File: config.mk
export PLATFORM = sky130hd
export DESIGN_NAME = sphere_overlap_table
export DESIGN_NICKNAME = d
export VERILOG_FILES = /design/src/sot_pkg.sv /design/src/sot_ram.sv /design/src/sot_dist_unit.sv /design/src/sphere_overlap_table.sv
export SDC_FILE = /design/constraint.sdc
export NUM_CORES = 2
export LEC_CHECK = 0
export BUFFER_PORTS_ARGS = -buffer_cell sky130_fd_sc_hd__buf_2
export CAP_MARGIN = 20
export CORE_ASPECT_RATIO = 0.8
export CORE_MARGIN = 1
export CORE_UTILIZATION = 65
export DETAILED_ROUTE_END_ITERATION = 12
export PLACE_DENSITY = 0.82
export SLEW_MARGIN = 5
export SYNTH_ARGS = -nofsm -noshare
export SYNTH_HDL_FRONTEND = slang
export SYNTH_SLANG_ARGS = --single-unit
File: constraint.sdc
create_clock -name clk -period 9.35 [get_ports clk]
set_input_delay 0.935 -clock clk [delete_from_list [all_inputs] [get_ports clk]]
set_output_delay 0.935 -clock clk [all_outputs]
set_load 0.01 [all_outputs]
File: src/sot_pkg.sv
// Shared types and constants for the sphere overlap table.
// Depends on nothing; sot_dist_unit, sphere_overlap_table and sot_checker import it.
package sot_pkg;

    localparam int SLOTS = 16;
    localparam int IDX_W = (SLOTS > 1) ? $clog2(SLOTS) : 1;

    localparam int COORD_W  = 16;
    localparam int RADIUS_W = 15;
    localparam int SQ_W     = 32;
    localparam int SUM_W    = SQ_W + 2;

    localparam int IN_W  = 72;
    localparam int OUT_W = 8;

    typedef enum logic [2:0] {
        CMD_INSERT,
        CMD_TRANSLATE,
        CMD_SET_CENTER,
        CMD_SET_RADIUS,
        CMD_REMOVE
    } cmd_t;

    typedef enum logic [2:0] {
        ST_OK,
        ST_OVERLAP,
        ST_BAD_RADIUS,
        ST_OCCUPIED,
        ST_EMPTY,
        ST_OVERFLOW
    } status_t;

    typedef enum logic [2:0] {
        S_IDLE,
        S_LOAD,
        S_SCAN,
        S_DRAIN,
        S_DONE
    } state_t;

    typedef struct packed {
        logic [RADIUS_W-1:0]       r;
        logic signed [COORD_W-1:0] z;
        logic signed [COORD_W-1:0] y;
        logic signed [COORD_W-1:0] x;
    } sphere_t;

    typedef struct packed {
        logic             live;
        logic             check;
        logic [IDX_W-1:0] idx;
    } scan_tag_t;

    typedef struct packed {
        logic             live;
        logic             touch;
        logic [IDX_W-1:0] idx;
    } hit_t;

endpackage

File: src/sot_ram.sv
// Generic single-write, single-read RAM with a registered read port.
// Depends on nothing.
module sot_ram #(
    parameter int WIDTH = 8,
    parameter int DEPTH = 16
) (
    input  logic                     clk,
    input  logic                     we,
    input  logic [$clog2(DEPTH)-1:0] waddr,
    input  logic [WIDTH-1:0]         wdata,
    input  logic [$clog2(DEPTH)-1:0] raddr,
    output logic [WIDTH-1:0]         rdata
);

    logic [WIDTH-1:0] mem [DEPTH];
    logic [WIDTH-1:0] rdata_reg;

    always_ff @(posedge clk)
    begin
        if (we)
        begin
            mem[waddr] <= wdata;
        end
        rdata_reg <= mem[raddr];
    end

    assign rdata = rdata_reg;

endmodule

File: src/sot_dist_unit.sv
// Two-stage distance check: squares in the first stage, sum and compare in the second.
// Depends on sot_pkg.
module sot_dist_unit (
    input  logic               clk,
    input  logic               rst_n,
    input  sot_pkg::scan_tag_t tag,
    input  sot_pkg::sphere_t   cand,
    input  sot_pkg::sphere_t   ent,
    output sot_pkg::hit_t      hit
);
    import sot_pkg::*;

    logic signed [COORD_W:0]  dx;
    logic signed [COORD_W:0]  dy;
    logic signed [COORD_W:0]  dz;
    logic [RADIUS_W:0]        rs;
    logic signed [2*COORD_W+1:0] px;
    logic signed [2*COORD_W+1:0] py;
    logic signed [2*COORD_W+1:0] pz;
    logic [2*RADIUS_W+1:0]    pr;

    logic [SQ_W-1:0]  sqx_reg;
    logic [SQ_W-1:0]  sqy_reg;
    logic [SQ_W-1:0]  sqz_reg;
    logic [SQ_W-1:0]  sqr_reg;
    scan_tag_t        tag_reg;
    logic [SUM_W-1:0] d2;

    assign dx = {cand.x[COORD_W-1], cand.x} - {ent.x[COORD_W-1], ent.x};
    assign dy = {cand.y[COORD_W-1], cand.y} - {ent.y[COORD_W-1], ent.y};
    assign dz = {cand.z[COORD_W-1], cand.z} - {ent.z[COORD_W-1], ent.z};
    assign rs = {1'b0, cand.r} + {1'b0, ent.r};
    assign px = dx * dx;
    assign py = dy * dy;
    assign pz = dz * dz;
    assign pr = rs * rs;

    always_ff @(posedge clk or negedge rst_n)
    begin
        if (!rst_n)
        begin
            tag_reg <= '0;
        end
        else
        begin
            tag_reg <= tag;
        end
    end

    always_ff @(posedge clk)
    begin
        sqx_reg <= px[SQ_W-1:0];
        sqy_reg <= py[SQ_W-1:0];
        sqz_reg <= pz[SQ_W-1:0];
        sqr_reg <= pr[SQ_W-1:0];
    end

    assign d2 = SUM_W'(sqx_reg) + SUM_W'(sqy_reg) + SUM_W'(sqz_reg);

    always_comb
    begin
        hit.live  = tag_reg.live;
        hit.idx   = tag_reg.idx;
        hit.touch = tag_reg.live && tag_reg.check && (d2 <= SUM_W'(sqr_reg));
    end

endmodule

File: src/sphere_overlap_table.sv
// Top level of the sphere overlap table: command sequencer, valid bits and result register.
// Depends on sot_pkg, sot_ram and sot_dist_unit.
//
// One command item enters on the s_ channel and exactly one result item leaves on
// the m_ channel. s_tready is high only while the sequencer is idle, so one
// command is worked on at a time. The addressed entry is read at the accepting
// edge; the sequencer then checks radius, slot state and overflow. For a command
// that changes a sphere it streams every slot through the distance unit, one
// slot per cycle from the sphere RAM read port, drains its two stages and then
// loads the result register when it is free; remove, refused and unknown commands
// go to the result register without a scan.
// The first conflicting slot in slot order is reported and the table is then
// left unchanged. Results sit in an output register; a new command can be
// taken while a result waits, but the next result waits for m_tready.
// Reset empties the table (all valid bits clear) and drops any pending
// result; sphere contents are not cleared.
module sphere_overlap_table (
    input  logic                      clk,
    input  logic                      rst_n,
    input  logic                      s_tvalid,
    output logic                      s_tready,
    // cmd[2:0], slot[6:3], value_x[22:7], value_y[38:23], value_z[54:39],
    // radius[70:55], zero[71].
    input  logic [sot_pkg::IN_W-1:0]  s_tdata,
    output logic                      m_tvalid,
    input  logic                      m_tready,
    // status[2:0], conflict_valid[3], conflict_slot[7:4].
    output logic [sot_pkg::OUT_W-1:0] m_tdata
);
    import sot_pkg::*;

    state_t state_reg, state_next;

    logic [2:0]          cmd_reg;
    logic [IDX_W-1:0]    slot_reg;
    logic                exists_reg;
    logic signed [15:0]  vx_reg, vy_reg, vz_reg, vr_reg;

    sphere_t             cand_reg, cand_next;
    status_t             status_reg, status_next;
    logic                commit_reg, commit_next;
    logic [IDX_W-1:0]    scan_reg, scan_next;
    scan_tag_t           tag_reg, tag_next;
    logic                found_reg, found_next;
    logic [IDX_W-1:0]    found_idx_reg, found_idx_next;
    logic [SLOTS-1:0]    valid_reg, valid_next;

    logic                out_vld_reg, out_vld_next;
    logic [OUT_W-1:0]    out_data_reg, out_data_next;

    logic                accept;
    logic                can_load;
    logic [IDX_W-1:0]    raddr;
    sphere_t             rdata;
    logic                we;
    hit_t                hit;
    logic                self_valid;
    logic signed [16:0]  tx, ty, tz;

    assign accept   = s_tvalid && s_tready;
    assign s_tready = (state_reg == S_IDLE);
    assign can_load = !out_vld_reg || m_tready;
    assign m_tvalid = out_vld_reg;
    assign m_tdata  = out_data_reg;

    assign self_valid = exists_reg && valid_reg[slot_reg];
    assign tx = {rdata.x[15], rdata.x} + {vx_reg[15], vx_reg};
    assign ty = {rdata.y[15], rdata.y} + {vy_reg[15], vy_reg};
    assign tz = {rdata.z[15], rdata.z} + {vz_reg[15], vz_reg};

    sot_ram #(
        .WIDTH($bits(sphere_t)),
        .DEPTH(SLOTS)
    ) u_ram (
        .clk  (clk),
        .we   (we),
        .waddr(slot_reg),
        .wdata(cand_reg),
        .raddr(raddr),
        .rdata(rdata)
    );

    sot_dist_unit u_dist (
        .clk  (clk),
        .rst_n(rst_n),
        .tag  (tag_reg),
        .cand (cand_reg),
        .ent  (rdata),
        .hit  (hit)
    );

    always_ff @(posedge clk or negedge rst_n)
    begin
        if (!rst_n)
        begin
            state_reg   <= S_IDLE;
            tag_reg     <= '0;
            found_reg   <= 1'b0;
            valid_reg   <= '0;
            out_vld_reg <= 1'b0;
            commit_reg  <= 1'b0;
        end
        else
        begin
            state_reg   <= state_next;
            tag_reg     <= tag_next;
            found_reg   <= found_next;
            valid_reg   <= valid_next;
            out_vld_reg <= out_vld_next;
            commit_reg  <= commit_next;
        end
    end

    always_ff @(posedge clk)
    begin
        if (accept)
        begin
            cmd_reg    <= s_tdata[2:0];
            slot_reg   <= IDX_W'(s_tdata[6:3]);
            exists_reg <= 32'(s_tdata[6:3]) < SLOTS;
            vx_reg     <= s_tdata[22:7];
            vy_reg     <= s_tdata[38:23];
            vz_reg     <= s_tdata[54:39];
            vr_reg     <= s_tdata[70:55];
        end
        cand_reg      <= cand_next;
        status_reg    <= status_next;
        scan_reg      <= scan_next;
        found_idx_reg <= found_idx_next;
        out_data_reg  <= out_data_next;
    end

    always_comb
    begin
        state_next     = state_reg;
        cand_next      = cand_reg;
        status_next    = status_reg;
        commit_next    = commit_reg;
        scan_next      = scan_reg;
        tag_next       = '0;
        found_next     = found_reg;
        found_idx_next = found_idx_reg;
        valid_next     = valid_reg;
        out_data_next  = out_data_reg;
        out_vld_next   = out_vld_reg && !m_tready;
        raddr          = scan_reg;
        we             = 1'b0;

        if (hit.touch && !found_reg)
        begin
            found_next     = 1'b1;
            found_idx_next = hit.idx;
        end

        case (state_reg)
            S_IDLE:
            begin
                raddr = IDX_W'(s_tdata[6:3]);
                if (accept)
                begin
                    state_next = S_LOAD;
                end
            end
            S_LOAD:
            begin
                status_next = ST_OK;
                commit_next = 1'b0;
                found_next  = 1'b0;
                scan_next   = '0;
                if ((cmd_reg == CMD_INSERT || cmd_reg == CMD_SET_RADIUS) && vr_reg[15])
                begin
                    status_next = ST_BAD_RADIUS;
                end
                else if (cmd_reg == CMD_INSERT)
                begin
                    if (!exists_reg || valid_reg[slot_reg])
                    begin
                        status_next = ST_OCCUPIED;
                    end
                end
                else if (cmd_reg <= CMD_REMOVE && !self_valid)
                begin
                    status_next = ST_EMPTY;
                end

                if (status_next == ST_OK)
                begin
                    case (cmd_reg)
                        CMD_INSERT:
                        begin
                            cand_next.x = vx_reg;
                            cand_next.y = vy_reg;
                            cand_next.z = vz_reg;
                            cand_next.r = vr_reg[14:0];
                            commit_next = 1'b1;
                        end
                        CMD_TRANSLATE:
                        begin
                            cand_next.x = tx[15:0];
                            cand_next.y = ty[15:0];
                            cand_next.z = tz[15:0];
                            cand_next.r = rdata.r;
                            if (tx[16] != tx[15] || ty[16] != ty[15] || tz[16] != tz[15])
                            begin
                                status_next = ST_OVERFLOW;
                            end
                            else
                            begin
                                commit_next = 1'b1;
                            end
                        end
                        CMD_SET_CENTER:
                        begin
                            cand_next.x = vx_reg;
                            cand_next.y = vy_reg;
                            cand_next.z = vz_reg;
                            cand_next.r = rdata.r;
                            commit_next = 1'b1;
                        end
                        CMD_SET_RADIUS:
                        begin
                            cand_next   = rdata;
                            cand_next.r = vr_reg[14:0];
                            commit_next = 1'b1;
                        end
                        CMD_REMOVE:
                        begin
                            valid_next[slot_reg] = 1'b0;
                        end
                        default:
                        begin
                        end
                    endcase
                end
                state_next = commit_next ? S_SCAN : S_DONE;
            end
            S_SCAN:
            begin
                tag_next.live  = 1'b1;
                tag_next.check = valid_reg[scan_reg] && (scan_reg != slot_reg);
                tag_next.idx   = scan_reg;
                if (32'(scan_reg) == SLOTS - 1)
                begin
                    state_next = S_DRAIN;
                end
                else
                begin
                    scan_next = scan_reg + IDX_W'(1);
                end
            end
            S_DRAIN:
            begin
                if (!tag_reg.live && !hit.live)
                begin
                    state_next = S_DONE;
                end
            end
            S_DONE:
            begin
                if (can_load)
                begin
                    out_vld_next = 1'b1;
                    if (commit_reg && found_reg)
                    begin
                        out_data_next = {4'(found_idx_reg), 1'b1, ST_OVERLAP};
                    end
                    else
                    begin
                        out_data_next = {4'b0, 1'b0, status_reg};
                    end
                    if (commit_reg && !found_reg)
                    begin
                        we                   = 1'b1;
                        valid_next[slot_reg] = 1'b1;
                    end
                    state_next = S_IDLE;
                end
            end
            default:
            begin
                state_next = S_IDLE;
            end
        endcase
    end

endmodule

==> summary.md <==
| Metric | Value |
|---|---|
| Status | finished clean |
| Critical path's most frequent cell | fa_1 |
| Top_reg_cell synth | edfxtp_1 |
| Port bufs | 84 |
| Fmax | 0.112 GHz |
| Largest area contributor in the netlist | edfxtp_1 |
| YS warnings | 0 |
| Fraction of the yosys area taken by sequential cells | 0.421 |
| Worst hold path class | input port to asynchronous set/reset pin |
| Synth async-reset ratio | 0.0246 |
| Slowest cell on the critical path | fa_1 |
| DP Cell Count | about 10000 |
| Vias per cell | 6.10 |
| Clock Sinks | approximately 1400 |
| Grt total ovfl | 0 |
| DRT Wirelength | about 230 mm |
| Worst-skew pair later-pin latency | 790 ps |
| Final setup violation count | 0 |
| Required time of the critical path | approximately 10000 ps |
| Final GP Congestion | 0.941 |
| Post-route ant nets | 0 |
| Initial DRC count | 7079 |
| Final TNS setup | 0 ps |
| Layout cells sized above 1 | 0.0644 |
| H-Tree Depth | 3 |
| Die Y | 342 um |
| Pre-antenna DRT Iters | 8 |
| Final min period | between 8000 and 9000 ps |
| Non-filler cells, final | 10500 |
| Clk_skew | 58.9 ps |
| Max FFs per register | 1008 |
| Root buf cell | clkbuf_16 |
| Rows | roughly 120 |
| Measured slew at the worst slew-check pin | 1200 ps |
| Max Buffers Root-to-Sink | 3 |
| Die W | 426 um |
| Top-count cell post-synth | inv_1 |
| I/O pin total | between 80 and 90 |
| Design area | approximately 100000 um2 |
| Clock slew at reported path FFs | 70 ps |
| HPWL Detailed | 161 mm |
| Cell Area, Placed | 96800 um2 |
| First-pass GRT wire length | 363 mm |
| Crit. End Element | flop |
| Post-synth EDFFs | 1161 |
| Fin. Hold Viols | 0 |
| Most instantiated cells after synthesis | inv_1, edfxtp_1, fa_1 |
| Critical path's largest stage delay | 600 ps |
| Critical Path AT | 9580 ps |
| Synthesized cell area | 93700 um2 |
| Fin crit share | 0.952 |
| Initial Util | 0.655 |
| Pre-CTS WS | 177 ps |
| Average size of a mapped cell | 11.1 um2 |
| Synth area leaders | edfxtp_1, fa_1, ha_1 |
| Layout fillers | 9586 |
| Layout area overhead | 7.71% |
| Vias | 64000 |
| DRC | 0 |
| Core Box Area | 143000 um2 |
| Routed len/inst | 22.2 um |
| Max-slew headroom | 0.202 |
| Pin count of the biggest net entering global routing | 255 |
| Post-synth net total | 9970 |
| Area share of the largest cell type after synthesis | 0.372 |
| Initial antenna violation count | 7 |
| Number of library cell types mapped by synthesis | 88 |
| CP Launch Type | flop |
| Worst-path fanout max | 13 |
| Setup ws final | 452 ps |
| CP Class | flop to flop |
| Number of synthesized register bits | 1382 |
| Die ar. | 146000 um2 |
| Synth Instances | 8415 |
| Layout Nets | 10000 |
| Max cap viols | 0 |
| Total Routing Usage GR | 0.326 |
| TritonCTS Buffers | between 100 and 150 |
| Slew Viols, Final | 0 |
| CTS tree | done |
| Vias in the first global route | 65200 |
[cell type report]
class | instances | area (um2) | area share
Multi-Input combinational cell | 5339 | 48100 | 0.477
Sequential cell | 1382 | 39500 | 0.391
Inverter | 1372 | 5150 | 0.0511
Clock buffer | 168 | 3360 | 0.0334
Tap cell | 1890 | 2360 | 0.0234
Timing Repair Buffer | 263 | 1830 | 0.0181
Clock inverter | 61 | 592 | 0.00587
Antenna cell | 6 | 15.0 | 0.000149
[layout by cell type, fill, tap and decap left out, types with 150 or more instances in the layout]
cell type	instances
ha_1	532
xnor2_1	215
a31oi_1	150
nand2_1	934
inv_1	1345
dfxtp_1	187
fa_1	947
nor2_1	511
a21oi_1	359
and2_1	286
a211oi_1	342
buf_4	174
edfxtp_1	1161
[through the flow]
| step | hold WS [ps] | util |
|---|---|---|
| after floorplan | 331 | - |
| after global placement | 338 | 0.677 |
| after detailed placement | 336 | 0.677 |
| after CTS | 256 | 0.705 |
| after global routing | 286 | 0.706 |
| final | 283 | 0.706 |
[layer usage]
metal | wire (um) | track usage | up-vias
met1 | 91600 | 0.462 | 31700
met4 | 9010 | 0.116 | 0
li1 | - | - | 28300
met2 | 108000 | 0.512 | 3411
met5 | 0 | 0 | -
met3 | 24200 | 0.0566 | 531
[repair_timing]
item | in CTS | in global routing
hold buffers | 0 | 0
setup endpoints to repair | 0 | 12
resized for setup | 0 | 7
setup buffers | 0 | 12
[final timing paths]
path | start | depth (start not counted) | to | slack, ps
min | rst_n | 1 | valid_reg[6] | 280
max reg2reg | cand_reg[17] | 31 | u_dist.sqy_reg[30] | 450
min in group clk | s_tdata[14] | 1 | vx_reg[7] | 310
min reg2reg | tag_reg[3] | 0 | u_dist.hit[3] | 350
max in group asynchronous | rst_n | 1 | tag_reg[0] | 8500
max | cand_reg[17] | 31 | u_dist.sqy_reg[30] | 450
[worst max-delay path: cells and delay by family (launching register included)]
kind            cells  cell delay [ps]
fa+ha+maj           8             3820
xor+xnor            1              140
buf+inv             5              510
flops               1              560
simple gates        4              700
compound gates     13             3070
[logic make-up (layout without fill, tap and decap cells)]
logic type / Yosys count / after routing / share of synthesized area
AO/OA/AOI/OAI: 1453 / 1453 / 0.104
XOR/XNOR: 313 / 313 / 0.0293
adder cells (fa/ha/maj): 1479 / 1479 / 0.274
buffers and inverters: 1694 / 1864 / 0.0679
flip-flops: 1382 / 1382 / 0.421
multiplexers: 56 / 56 / 0.00768
other: 0 / 6 / 0
AND/OR/NAND/NOR: 2038 / 2038 / 0.0962
Power is not shown: default switching activity piles up to over one toggle a cycle in this logic, so the estimate is an artifact.
